[src/sv/msbkd_pkg.sv]
// Shared types and constants for the serial / block image / keyboard device.
// Holds the item and result word layouts, mode codes and the bus address map.
// No dependencies.
`timescale 1ns / 1ps

package msbkd_pkg;

  // Field widths of the item and result layouts and of the configuration port.
  localparam int MODE_W      = 2;
  localparam int DATA_W      = 32;
  localparam int LOAD_IDX_W  = 12;
  localparam int BYTE_W      = 8;
  localparam int IMG_SIZE_W  = 15;
  localparam int CFG_ADDR_W  = 3;

  // Item modes.
  localparam logic [MODE_W-1:0] MODE_BUS_WRITE = 2'd0;
  localparam logic [MODE_W-1:0] MODE_BUS_READ  = 2'd1;
  localparam logic [MODE_W-1:0] MODE_KEY_EVENT = 2'd2;
  localparam logic [MODE_W-1:0] MODE_LOAD_WORD = 2'd3;

  // Device register map.
  localparam logic [DATA_W-1:0] ADDR_ID0         = 32'h0000_0004;
  localparam logic [DATA_W-1:0] ADDR_ID1         = 32'h0000_0008;
  localparam logic [DATA_W-1:0] ADDR_SERIAL_STAT = 32'h0000_0018;
  localparam logic [DATA_W-1:0] ADDR_SERIAL_OUT  = 32'h0000_0020;
  localparam logic [DATA_W-1:0] ADDR_PTR_SET     = 32'h0000_0030;
  localparam logic [DATA_W-1:0] ADDR_IMAGE_DATA  = 32'h0000_0034;
  localparam logic [DATA_W-1:0] ADDR_KEY_STAT    = 32'h0000_0038;
  localparam logic [DATA_W-1:0] ADDR_KEY_CODE    = 32'h0000_003c;

  // Fixed read values.
  localparam logic [DATA_W-1:0] ID0_VALUE   = 32'h1234_5678;
  localparam logic [DATA_W-1:0] ID1_VALUE   = 32'habcd_ef9b;
  localparam logic [DATA_W-1:0] ALL_ONES    = 32'hffff_ffff;
  localparam logic [DATA_W-1:0] SERIAL_STAT = 32'h0000_0001;
  localparam logic [DATA_W-1:0] BYTE_MASK   = 32'h0000_00ff;

  // Configuration register index (word select bit of paddr).
  localparam logic REG_IMAGE_SIZE = 1'b0;

  // One input word.
  typedef struct packed {
    logic [MODE_W-1:0]     mode;
    logic [DATA_W-1:0]     bus_address;
    logic [DATA_W-1:0]     write_value;
    logic [DATA_W-1:0]     scan_code;
    logic [LOAD_IDX_W-1:0] load_index;
    logic [DATA_W-1:0]     load_word;
  } item_t;

  // One result word.
  typedef struct packed {
    logic [DATA_W-1:0] read_data;
    logic              serial_valid;
    logic [BYTE_W-1:0] serial_byte;
  } result_t;

endpackage

[src/sv/msbkd_apb.sv]
// APB-style configuration port holding the image size register.
// Depends on msbkd_pkg.
`timescale 1ns / 1ps

module msbkd_apb
  import msbkd_pkg::*;
(
  input  logic                  clk,
  input  logic                  rst,
  input  logic                  psel,
  input  logic                  penable,
  input  logic                  pwrite,
  input  logic [CFG_ADDR_W-1:0] paddr,
  input  logic [DATA_W-1:0]     pwdata,
  output logic [DATA_W-1:0]     prdata,
  output logic                  pready,
  output logic [IMG_SIZE_W-1:0] image_size_bytes
);

  logic wr_hit;

  // The access phase completes without wait states: pready is tied high.
  assign pready = 1'b1;
  assign wr_hit = psel & penable & pwrite & (paddr[2] == REG_IMAGE_SIZE);

  // Image size register.
  always_ff @(posedge clk) begin
    if (rst) begin
      image_size_bytes <= '0;
    end else if (wr_hit) begin
      image_size_bytes <= pwdata[IMG_SIZE_W-1:0];
    end
  end

  // Read back; unmapped words read as zero.
  assign prdata = (paddr[2] == REG_IMAGE_SIZE) ?
                  {{(DATA_W-IMG_SIZE_W){1'b0}}, image_size_bytes} : '0;

endmodule
[config.mk]
export PLATFORM = sky130hd
export DESIGN_NAME = msbkd_apb
export DESIGN_NICKNAME = d
export VERILOG_FILES = /design/src/sv/msbkd_pkg.sv /design/src/sv/msbkd_apb.sv
export SDC_FILE = /design/constraint.sdc
export NUM_CORES = 1
export LEC_CHECK = 0
export BUFFER_PORTS_ARGS = -buffer_cell sky130_fd_sc_hd__buf_2
export CAP_MARGIN = 20
export CORE_UTILIZATION = 39
export DETAILED_ROUTE_END_ITERATION = 7
export GPL_TIMING_DRIVEN = 0
export PLACE_DENSITY = 0.95
export SYNTH_ARGS = -nofsm -noshare
export SYNTH_HDL_FRONTEND = slang
export SYNTH_SLANG_ARGS = --single-unit
[constraint.sdc]
create_clock -name clk -period 1.2 [get_ports clk]
set_input_delay 0 -clock clk [delete_from_list [all_inputs] [get_ports clk]]
set_output_delay 0 -clock clk [all_outputs]
set_load 0.03 [all_outputs]
==> flow_summary.toml <==
[run_status]
status = "complete, no violations"

[synth]
synthAdderAreaFrac_pct = 0
synth_common_cells = "nand2b_1, buf_4, dfxtp_1, mux2i_1, nor2b_1"
synth-simple-area-share_pct = 32.2
synthXorXnorAreaFrac_pct = 0
ys_warn_count = 0
yosys.cell_types.count = 11
synth_edf_count = 0
synth.avg_cell_area_sq_um = 9.25
yosys-top-cells-area = "dfxtp_1, nand2b_1, mux2i_1"
synth_top_cell_by_area = "dfxtp_1"
yosysTopAreaCellShare_pct = 31.8
synth_most_common_cell = "nand2b_1"
ys_seq_elements = 15
synthFlopType = "dfxtp_1"
synth.cell_area_sq_um = 943
synthArstFlopShare_pct = 0
netlist_instances = 102
yosysSeqAreaShare_pct = 31.8
synthMuxAreaShare_pct = 15.9
synth_top_family_by_area = "simple AND/OR/NAND/NOR gates"
synth-compound-area-share_pct = 0

[critical_path]
start_kind = "register"
crit_fanout = 3
cp.arrival_ns = 1.04
r2r_start = "image_size_bytes[4]"
crit_required_ns = 1.20
r2r_cells = 2
cp-endpoint = "prdata[4]"
worst-setup-path-type = "register to primary output"
crit_start = "image_size_bytes[4]"
cp-end-kind = "primary output"
r2r_end = "image_size_bytes[4]"
r2r_slack_ns = 0.53

[drt]
dr.pass1.iters = 4
dr.first_iter.drc_count = 5
drt-vias-per-instance = 4.08
drc = 0
via_count = 874
finalWirelength_mm = 2.17
drtAntennaViolNets = 0
wl_per_cell_um = 10.2

[global_routing]
gr-usage-all-layers_pct = 17.8
antenna_found_initial = 0
grt_max_degree = 11
grt-ovfl-total = 0
grt_pass1_vias = 805
grt_pass1_wl_mm = 3.43

[power_and_ir_drop]
p_leak_uw = 0.000764
powerDensity_nw_per_um2 = 770
irDropWorstVdd_mv = 0.604

[sta]
fin_skew_ns = 0
final_max_slew_viol_count = 0
fmax_ghz = 0.963
hold_slack_ns = 0.200
post-route-period-util_pct = 86.5
final.setup.tns_ns = 0
timing.final.hold_violations = 0
rsz0062_at_grt = "no"
final.min_clock_period_ns = 1.04
setup_viol = 0

[final_layout]
design_area_sq_um = 1460
multi_input_area_sq_um = 522
seq_area_sq_um = 300
largest_register_ffs = 15
num_antenna_cells = 0
largest-register = "image_size_bytes"
top_regs = "image_size_bytes x15"
syn2layout_area_growth_pct = 54.8
drive_gt1_share_pct = 41.4
nets = 227
fill_cells = 212

[clocking]
clock_latency_ns = 0.28
root_buffer = "clkbuf_4"
clk_path_buf_depth = 2
cts_hold_buf = 15
clk_pin_slew_worst_paths_ns = 0.09
cts_max_level = 1
cts-buffers-inserted = 3
cts_num_sinks = 15
cts-resized-gates = 0
postCtsSetupRepairBufs = 0
cts_tree = "yes"

[place]
place_congestion = 0.663
dp_hpwl_mm = 1.52
portBuffers = 49
place_area_sq_um = 1280

[worst_hold_path]
hold_path.class = "input port to register"

[die]
core_sq_um = 2250
num_io_pins = 88
die-area_sq_um = 2620
dieWidth_um = 51.2
die_h_um = 51.2
rows = 17
initial_utilization_pct = 41.8

[flow_run]
drv_cap = 0
## critical path: stages (launching register included)
cell     delay, ns
dfxtp_1       0.37
nor2b_1       0.17
buf_2         0.22
## kinds of logic after synthesis
kind of cell / count (synthesis)
mux: 15
buf+inv: 24
simple gates: 46
other cells: 2
flops: 15
## power breakdown
group,switching [uW],internal (uW)
combinational,174,147
sequential,7.48,508
clock,158,129
total,339,785
## layer usage
layer  routed length [um]  track usage, %  vias to the layer above
met5                    0               0                        -
met4                    0            1.39                        0
met3                  156            5.65                        0
met2                 1180            35.7                       40
met1                  837            18.1                      385
li1                     -               -                      449
## worst min path at each step
stage / depth (start not counted) / startpoint / slack [ns] / endpoint
2_1_floorplan: 2 / pwdata[0] / 0.16 / image_size_bytes[0]
3_3_place_gp: 3 / pwdata[0] / 0.26 / image_size_bytes[0]
3_5_place_dp: 3 / pwdata[5] / 0.27 / image_size_bytes[5]
4_1_cts: 3 / rst / 0.19 / image_size_bytes[13]
5_1_grt: 3 / rst / 0.22 / image_size_bytes[5]
6_report: 3 / rst / 0.20 / image_size_bytes[13]
## cell type report
type                    instances  area share, %
repair buffers                 64           27.1
flip-flops and latches         15           20.6
clock buffers                   4           1.80
well taps                      28           2.40
multi-input cells              79           35.7
plain buffers                  24           12.4
## metrics by stage
stage	std cells	total power (uW)	setup slack (ns)	utilization (%)
final	214	1120	0.162	64.8
after global placement	195	807	0.269	56.9
after CTS	214	1140	0.206	64.8
after global routing	214	1180	0.113	64.8
after floorplan	118	748	0.189	-
after detailed placement	195	808	0.243	56.9
## placed cells by master (no fill, tap or decap)
cell / n
buf_2: 49
nand2b_1: 30
buf_4: 18
conb_1: 18
mux2i_1: 15
dlygate4sd3_1: 15
dfxtp_1: 15
nor2b_1: 10
clkbuf_1: 5
and2b_2: 5
clkbuf_4: 3
and4b_1: 1
buf_6: 1
buf_12: 1
Power figures use the tool's default switching activity.
