$ cat config.mk
export PLATFORM = sky130hd
export DESIGN_NAME = msbkd_ram
export DESIGN_NICKNAME = d
export VERILOG_FILES = /design/src/sv/msbkd_ram.sv
export SDC_FILE = /design/constraint.sdc
export NUM_CORES = 1
export LEC_CHECK = 0
export BUFFER_PORTS_ARGS = -buffer_cell sky130_fd_sc_hd__clkbuf_2
export CORE_MARGIN = 3
export CORE_UTILIZATION = 40
export CTS_BUF_LIST = sky130_fd_sc_hd__clkbuf_4 sky130_fd_sc_hd__clkbuf_8
export DETAILED_ROUTE_END_ITERATION = 10
export GPL_TIMING_DRIVEN = 0
export PLACE_DENSITY = 0.57
export SYNTH_ARGS = -nofsm -noshare
export SYNTH_HDL_FRONTEND = slang
export SYNTH_SLANG_ARGS = --single-unit
$ cat constraint.sdc
create_clock -name clk -period 4 [get_ports clk]
set_input_delay 0.8 -clock clk [delete_from_list [all_inputs] [get_ports clk]]
set_output_delay 0.8 -clock clk [all_outputs]
set_load 0.01 [all_outputs]
$ cat src/sv/msbkd_ram.sv
// Generic single-write, single-read RAM with a registered read port.
// Standalone; used for the block image and the keyboard ring.
`timescale 1ns / 1ps

module msbkd_ram #(
  parameter int WIDTH = 32,
  parameter int DEPTH = 32
) (
  input  logic                     clk,
  input  logic                     wr_en,
  input  logic [$clog2(DEPTH)-1:0] wr_addr,
  input  logic [WIDTH-1:0]         wr_data,
  input  logic                     rd_en,
  input  logic [$clog2(DEPTH)-1:0] rd_addr,
  output logic [WIDTH-1:0]         rd_data
);

  logic [WIDTH-1:0] mem [DEPTH];

  // Write port and registered read port; read data holds when not enabled.
  always_ff @(posedge clk) begin
    if (wr_en) begin
      mem[wr_addr] <= wr_data;
    end
    if (rd_en) begin
      rd_data <= mem[rd_addr];
    end
  end

endmodule

==> results of run 1 <==
sequential cells by signal, indices dropped and copies added, names as in the netlist:
register / count
mem: 1024
rd_data: 32
per-layer routing:
layer	vias to the layer above	track usage	wire length (um)
met4	2	0.0579	2260
met5	-	0	13
met1	10888	0.242	42300
met2	657	0.325	50900
li1	9600	-	-
met3	147	0.0428	6120
layout make-up:
class                   instances  area share
flip-flops and latches       1056       0.675
multi-input cells            1077       0.183
clock buffers                 230      0.0592
well taps                    1357      0.0361
repair buffers                107      0.0231
plain buffers                 127      0.0160
clock inverters                69     0.00807
diodes                          6    0.000319
power by group:
part	total (W)	internal [W]	leakage [nW]	switching (W)
registers	0.0124	0.0124	9.54	0.0000365
logic	0.00125	0.000386	5.11	0.000864
clock network	0.00866	0.00458	1.69	0.00407
placed cells by master (no fill, tap or decap), types with 33 or more instances in the layout:
master       n
edfxtp_1  1056
mux2i_1    512
clkbuf_8   169
nand2_1     98
nand3_1     98
a22oi_1     96
a21oi_1     96
clkbuf_2    75
a22o_1      64
clkbuf_4    63
clkbuf_1    46
clkinv_1    41
buf_4       33
cells in the mapped netlist, drive strengths merged (2+ instances only):
cell type	instances
edfxtp	1056
mux2i	512
nand2	98
nand3	98
a21oi	96
a22oi	96
buf	79
a22o	64
clkbuf	48
nor2	34
a31oi	32
nor3	32
nand3b	5
or3b	3
nand2b	2
per-stage QoR:
stage	hold slack (ps)	TNS (ps)
floorplan	629	0
global placement	700	-720540
detailed placement	701	0
CTS	588	0
global route	652	0
finish	670	0
critical path, cell delays in order:
cell	delay [ps]
clkbuf_2	190
or2_2	150
clkbuf_1	350
clkbuf_1	660
nor3_1	200
a31oi_1	530
nand3_1	340
cells by family (layout without fill, tap and decap cells):
kind of cell / count (synthesis) / count (layout) / synth area share
compound gates: 288 / 288 / 0.0481
buf+inv: 127 / 533 / 0.0185
flops: 1056 / 1056 / 0.777
mux: 512 / 512 / 0.126
other cells: 0 / 6 / 0
simple gates: 277 / 277 / 0.0308
worst max-delay path by stage:
stage,startpoint,end,cells after the start
after floorplan,wr_addr[1],mem[12][0]$_DFFE_PP_,3
after global placement,wr_addr[1],mem[16][18]$_DFFE_PP_,4
after detailed placement,rd_addr[3],rd_data[11]$_DFFE_PP_,7
after CTS,rd_addr[3],rd_data[13]$_DFFE_PP_,7
after global routing,rd_addr[3],rd_data[11]$_DFFE_PP_,7
final,rd_addr[4],rd_data[12]$_DFFE_PP_,7
==> run metrics, run 1 <==
fmax=approximately 360 MHz; CTS Sinks=between 1000 and 1500; sequential-to-total area share from yosys stat=0.777; Hold Buf Count CTS=0; Final Power=roughly 0.022 W; synth top area cells=edfxtp_1 78%, mux2i_1 13%, a22oi_1 1.8%, a22o_1 1.4%, nand3_1 1.2%; WP data arrival=between 3000 and 4000 ps; first-pass GRT wire length=147 mm; vias per cell=roughly 5.3; CTS root buf=clkbuf_8; reg2reg setup slack=around 2000 ps; reg2reg end=rd_data[11]$_DFFE_PP_; Synth area leader=edfxtp_1; first drt pass iteration count=6; hold endpoint=mem[8][0]$_DFFE_PP_; post-cts sizing count=0; placed cell area=around 44000 sq um; Hold Crit Start=wr_data[0]; TritonCTS Buffers=168; Area growth, synth to finish=15.2%; H-tree levels=4; DIE WIDTH=about 330 um; drc violations=0; top_reg_cell synth=edfxtp_1; All-Layer GR Usage=0.190; Power Dens Cells=474 nW/um^2; GPL Wtd Cong=roughly 0.80; Mapped Nets=2305; # IOs=77; Synth async-reset ratio=0; Post-CTS Setup Inserts=0; Port Buffers=between 70 and 80; Final Non-Filler Cells=roughly 4000; hold path cells=1; fin worst setup slack=about 1200 ps; ANT nets after route=0; post-detail-place hpwl=between 60 and 70 mm; Setup WS pre-CTS=around 550 ps; multi-input logic area=8580 sq um; Reg area=approximately 32000 sq um; initial antenna violation count=7; vias in the first global route=~22000; Post-synth EDFFs=between 1000 and 1500; TritonCTS clock tree=done; clock latency on the worst-skew pair=between 800 and 900 ps; fin area=47000 sq um; Final setup viols=0; Starting Density=0.406; Slew @ Worst Pin=1200 ps; RSZ-0062 raised after global routing=no; DP Cell Count=between 3000 and 4000; cells on worst reg2reg path=5; Post-Route WL=around 100 mm; Unique masters post-synth=24; Post-Syn Area=40800 sq um; status=finished clean; relative slew slack=0.197; worst r2r src=mem[3][11]$_DFFE_PP_; Hold Fails Final Rpt=0; pin count of the biggest net entering global routing=33; Syn. warnings=0; CTS clk-pin slew, worst paths=~60 ps; DR iter-0 viols=around 1800; layout cells sized above 1=0.179; post-synth top area share=0.777; synthesized area per cell=around 18 sq um; CTS Buffer Depth=3; Die Ht=325 um; Setup CP Type=input pin to flop; Syn Inst Count=between 2000 and 2500; Filler Cell Count=~8400; Worst Setup Start Kind=input pin; Layout Nets=2582; Yosys reg bits=1056; Hold WC Path Type=input pin to flop; Site Rows=between 100 and 150; fin crit period=between 2000 and 3000 ps; Final Cycle Share=0.691; Max VDD drop=around 280 uV; average wire per cell in the routed design=between 20 and 30 um; worst path required time=around 4500 ps; Max Cap Viol=0; maximum fanout along the worst path=10; Setup crit end kind=flop; grt ovf=0; max-slew violations=0; clk_skew=~38 ps; routed via count=21294; LEAKAGE=~16 nW; core area=roughly 100000 sq um; final core occ=0.467; Die Area=between 100000 and 150000 sq um
Power figures use the tool's default switching activity.
==> run 2: changes to the inputs <==
==> constraint.sdc (replaced) <==
create_clock -name clk -period 2.6 [get_ports clk]
set_input_delay 0.52 -clock clk [delete_from_list [all_inputs] [get_ports clk]]
set_output_delay 0.52 -clock clk [all_outputs]
set_load 0.01 [all_outputs]
==> run metrics, run 2 (same netlist as run 1, synthesis figures left out) <==
status=finished clean; Sw Ratio=0.226; Slew @ Worst Pin=between 1000 and 1500 ps; drc violations=0; clock latency on the worst-skew pair=between 800 and 900 ps; first drt pass iteration count=5; placed cell area=roughly 44000 sq um; Die Area=106000 sq um; Worst path slowest cell=clkbuf_1; Largest Register=mem; TritonCTS clock tree=done; commonest non-fill, non-tap cells in the layout=1056 x edfxtp_1, 512 x mux2i_1, 168 x clkbuf_8; commonest non-fill, non-tap cell in the layout=edfxtp_1; WP data arrival=2860 ps; Max Cap Viol=0; Post-Route WL=between 100 and 150 mm; setup_tns=0 ps; Hold Buf Count CTS=0; Starting Density=0.406; top flop regs=mem x1024, rd_data x32; grt ovf=0; crit-path cells=clkbuf_2, or2_2, clkbuf_1, clkbuf_1, nor3_1, a31oi_1, nand3_1; first-pass GRT wire length=between 100 and 150 mm; Final setup viols=0; fmax=420 MHz; Logic pwr share=0.056; CTS Buffer Depth=3; Final Cycle Share=0.917; RSZ-0062 raised after global routing=no; H-tree levels=4; Setup CP Type=input pin to flop; CTS clk-pin slew, worst paths=roughly 60 ps; Worst path max stage delay=a little over 600 ps; All-Layer GR Usage=0.192; clk_skew=27.3 ps; DIE WIDTH=between 300 and 400 um; worst path required time=roughly 3100 ps; DR iter-0 viols=about 1800; Hold WC Path Type=input pin to flop; vias per cell=~5.3; most used cell, CP=clkbuf_1; Area growth, synth to finish=15.1%; Setup crit end kind=flop; Filler Cell Count=8507; total net switching power=~0.0078 W; vias in the first global route=~22000; Clk pwr share=0.389; initial antenna violation count=8; GPL Wtd Cong=around 0.8; CTS Sinks=1056; Port Buffers=75; Final Non-Filler Cells=roughly 4000; sequential share of power=0.555; pin count of the biggest net entering global routing=33; Final Power=around 0.034 W; layout cells sized above 1=0.175; Layout Nets=about 2600; post-detail-place hpwl=67.7 mm; Worst Setup Start Kind=input pin; DP Cell Count=roughly 3700; core area=101000 sq um; routed via count=roughly 21000; max reg flops=roughly 1000; fin crit period=2380 ps; TritonCTS Buffers=approximately 170; fin area=47000 sq um; Site Rows=about 120; Die Ht=around 330 um; # IOs=77; Hold Fails Final Rpt=0; LEAKAGE=about 16 nW; average wire per cell in the routed design=between 20 and 30 um; maximum fanout along the worst path=10; post-cts sizing count=0; CTS root buf=clkbuf_8; Pint=approximately 0.027 W; Max VDD drop=415 uV; ANT nets after route=0; Post-CTS Setup Inserts=0; relative slew slack=0.218; Power Dens Cells=between 700 and 800 nW/um^2; max-slew violations=0
run 2: power groups by stage:
stage          Combinational [W]  Clock (W)  Sequential (W)
2_1_floorplan           0.000980          0          0.0194
3_3_place_gp             0.00186          0          0.0194
3_5_place_dp             0.00195          0          0.0194
4_1_cts                  0.00195     0.0137          0.0191
5_1_grt                  0.00207     0.0144          0.0191
6_report                 0.00193     0.0133          0.0191
run 2: stage by stage:
stage	worst slack, ps	utilization	hold WS, ps
global placement	-2260	0.426	696
floorplan	-354	-	619
global route	73.1	0.467	358
CTS	373	0.467	276
detailed placement	-549	0.436	699
finish	217	0.467	370
run 2: worst paths after layout:
| kind | cells past startpoint | slack [ps] | to | from |
|---|---|---|---|---|
| max | 7 | 220 | rd_data[12]$_DFFE_PP_ | rd_addr[4] |
| min | 1 | 370 | mem[10][28]$_DFFE_PP_ | wr_data[28] |
| max reg2reg | 5 | 640 | rd_data[12]$_DFFE_PP_ | mem[3][12]$_DFFE_PP_ |
| min reg2reg | 4 | 710 | rd_data[25]$_DFFE_PP_ | mem[26][25]$_DFFE_PP_ |
run 2: layer usage:
metal  share of wire  wire [um]  global-route usage
met1            0.41      42100               0.242
met2            0.51      52000               0.331
met3           0.063       6490              0.0440
met4           0.021       2170              0.0582
met5         0.00055         56                   0
run 2: area by class of cell:
cell class / instances / area, sq um / area share
Buffer: 127 / 753 / 0.0160
Sequential cell: 1056 / 31700 / 0.675
Timing Repair Buffer: 107 / 1090 / 0.0232
Multi-Input combinational cell: 1077 / 8580 / 0.183
Clock buffer: 225 / 2740 / 0.0583
Tap cell: 1357 / 1700 / 0.0361
Antenna cell: 3 / 7.51 / 0.000160
Clock inverter: 64 / 399 / 0.00850
run 2: critical path, delay by kind of cell:
family	cells	cell delay [ps]
simple gates	3	680
buf+inv	3	1090
compound gates	1	540
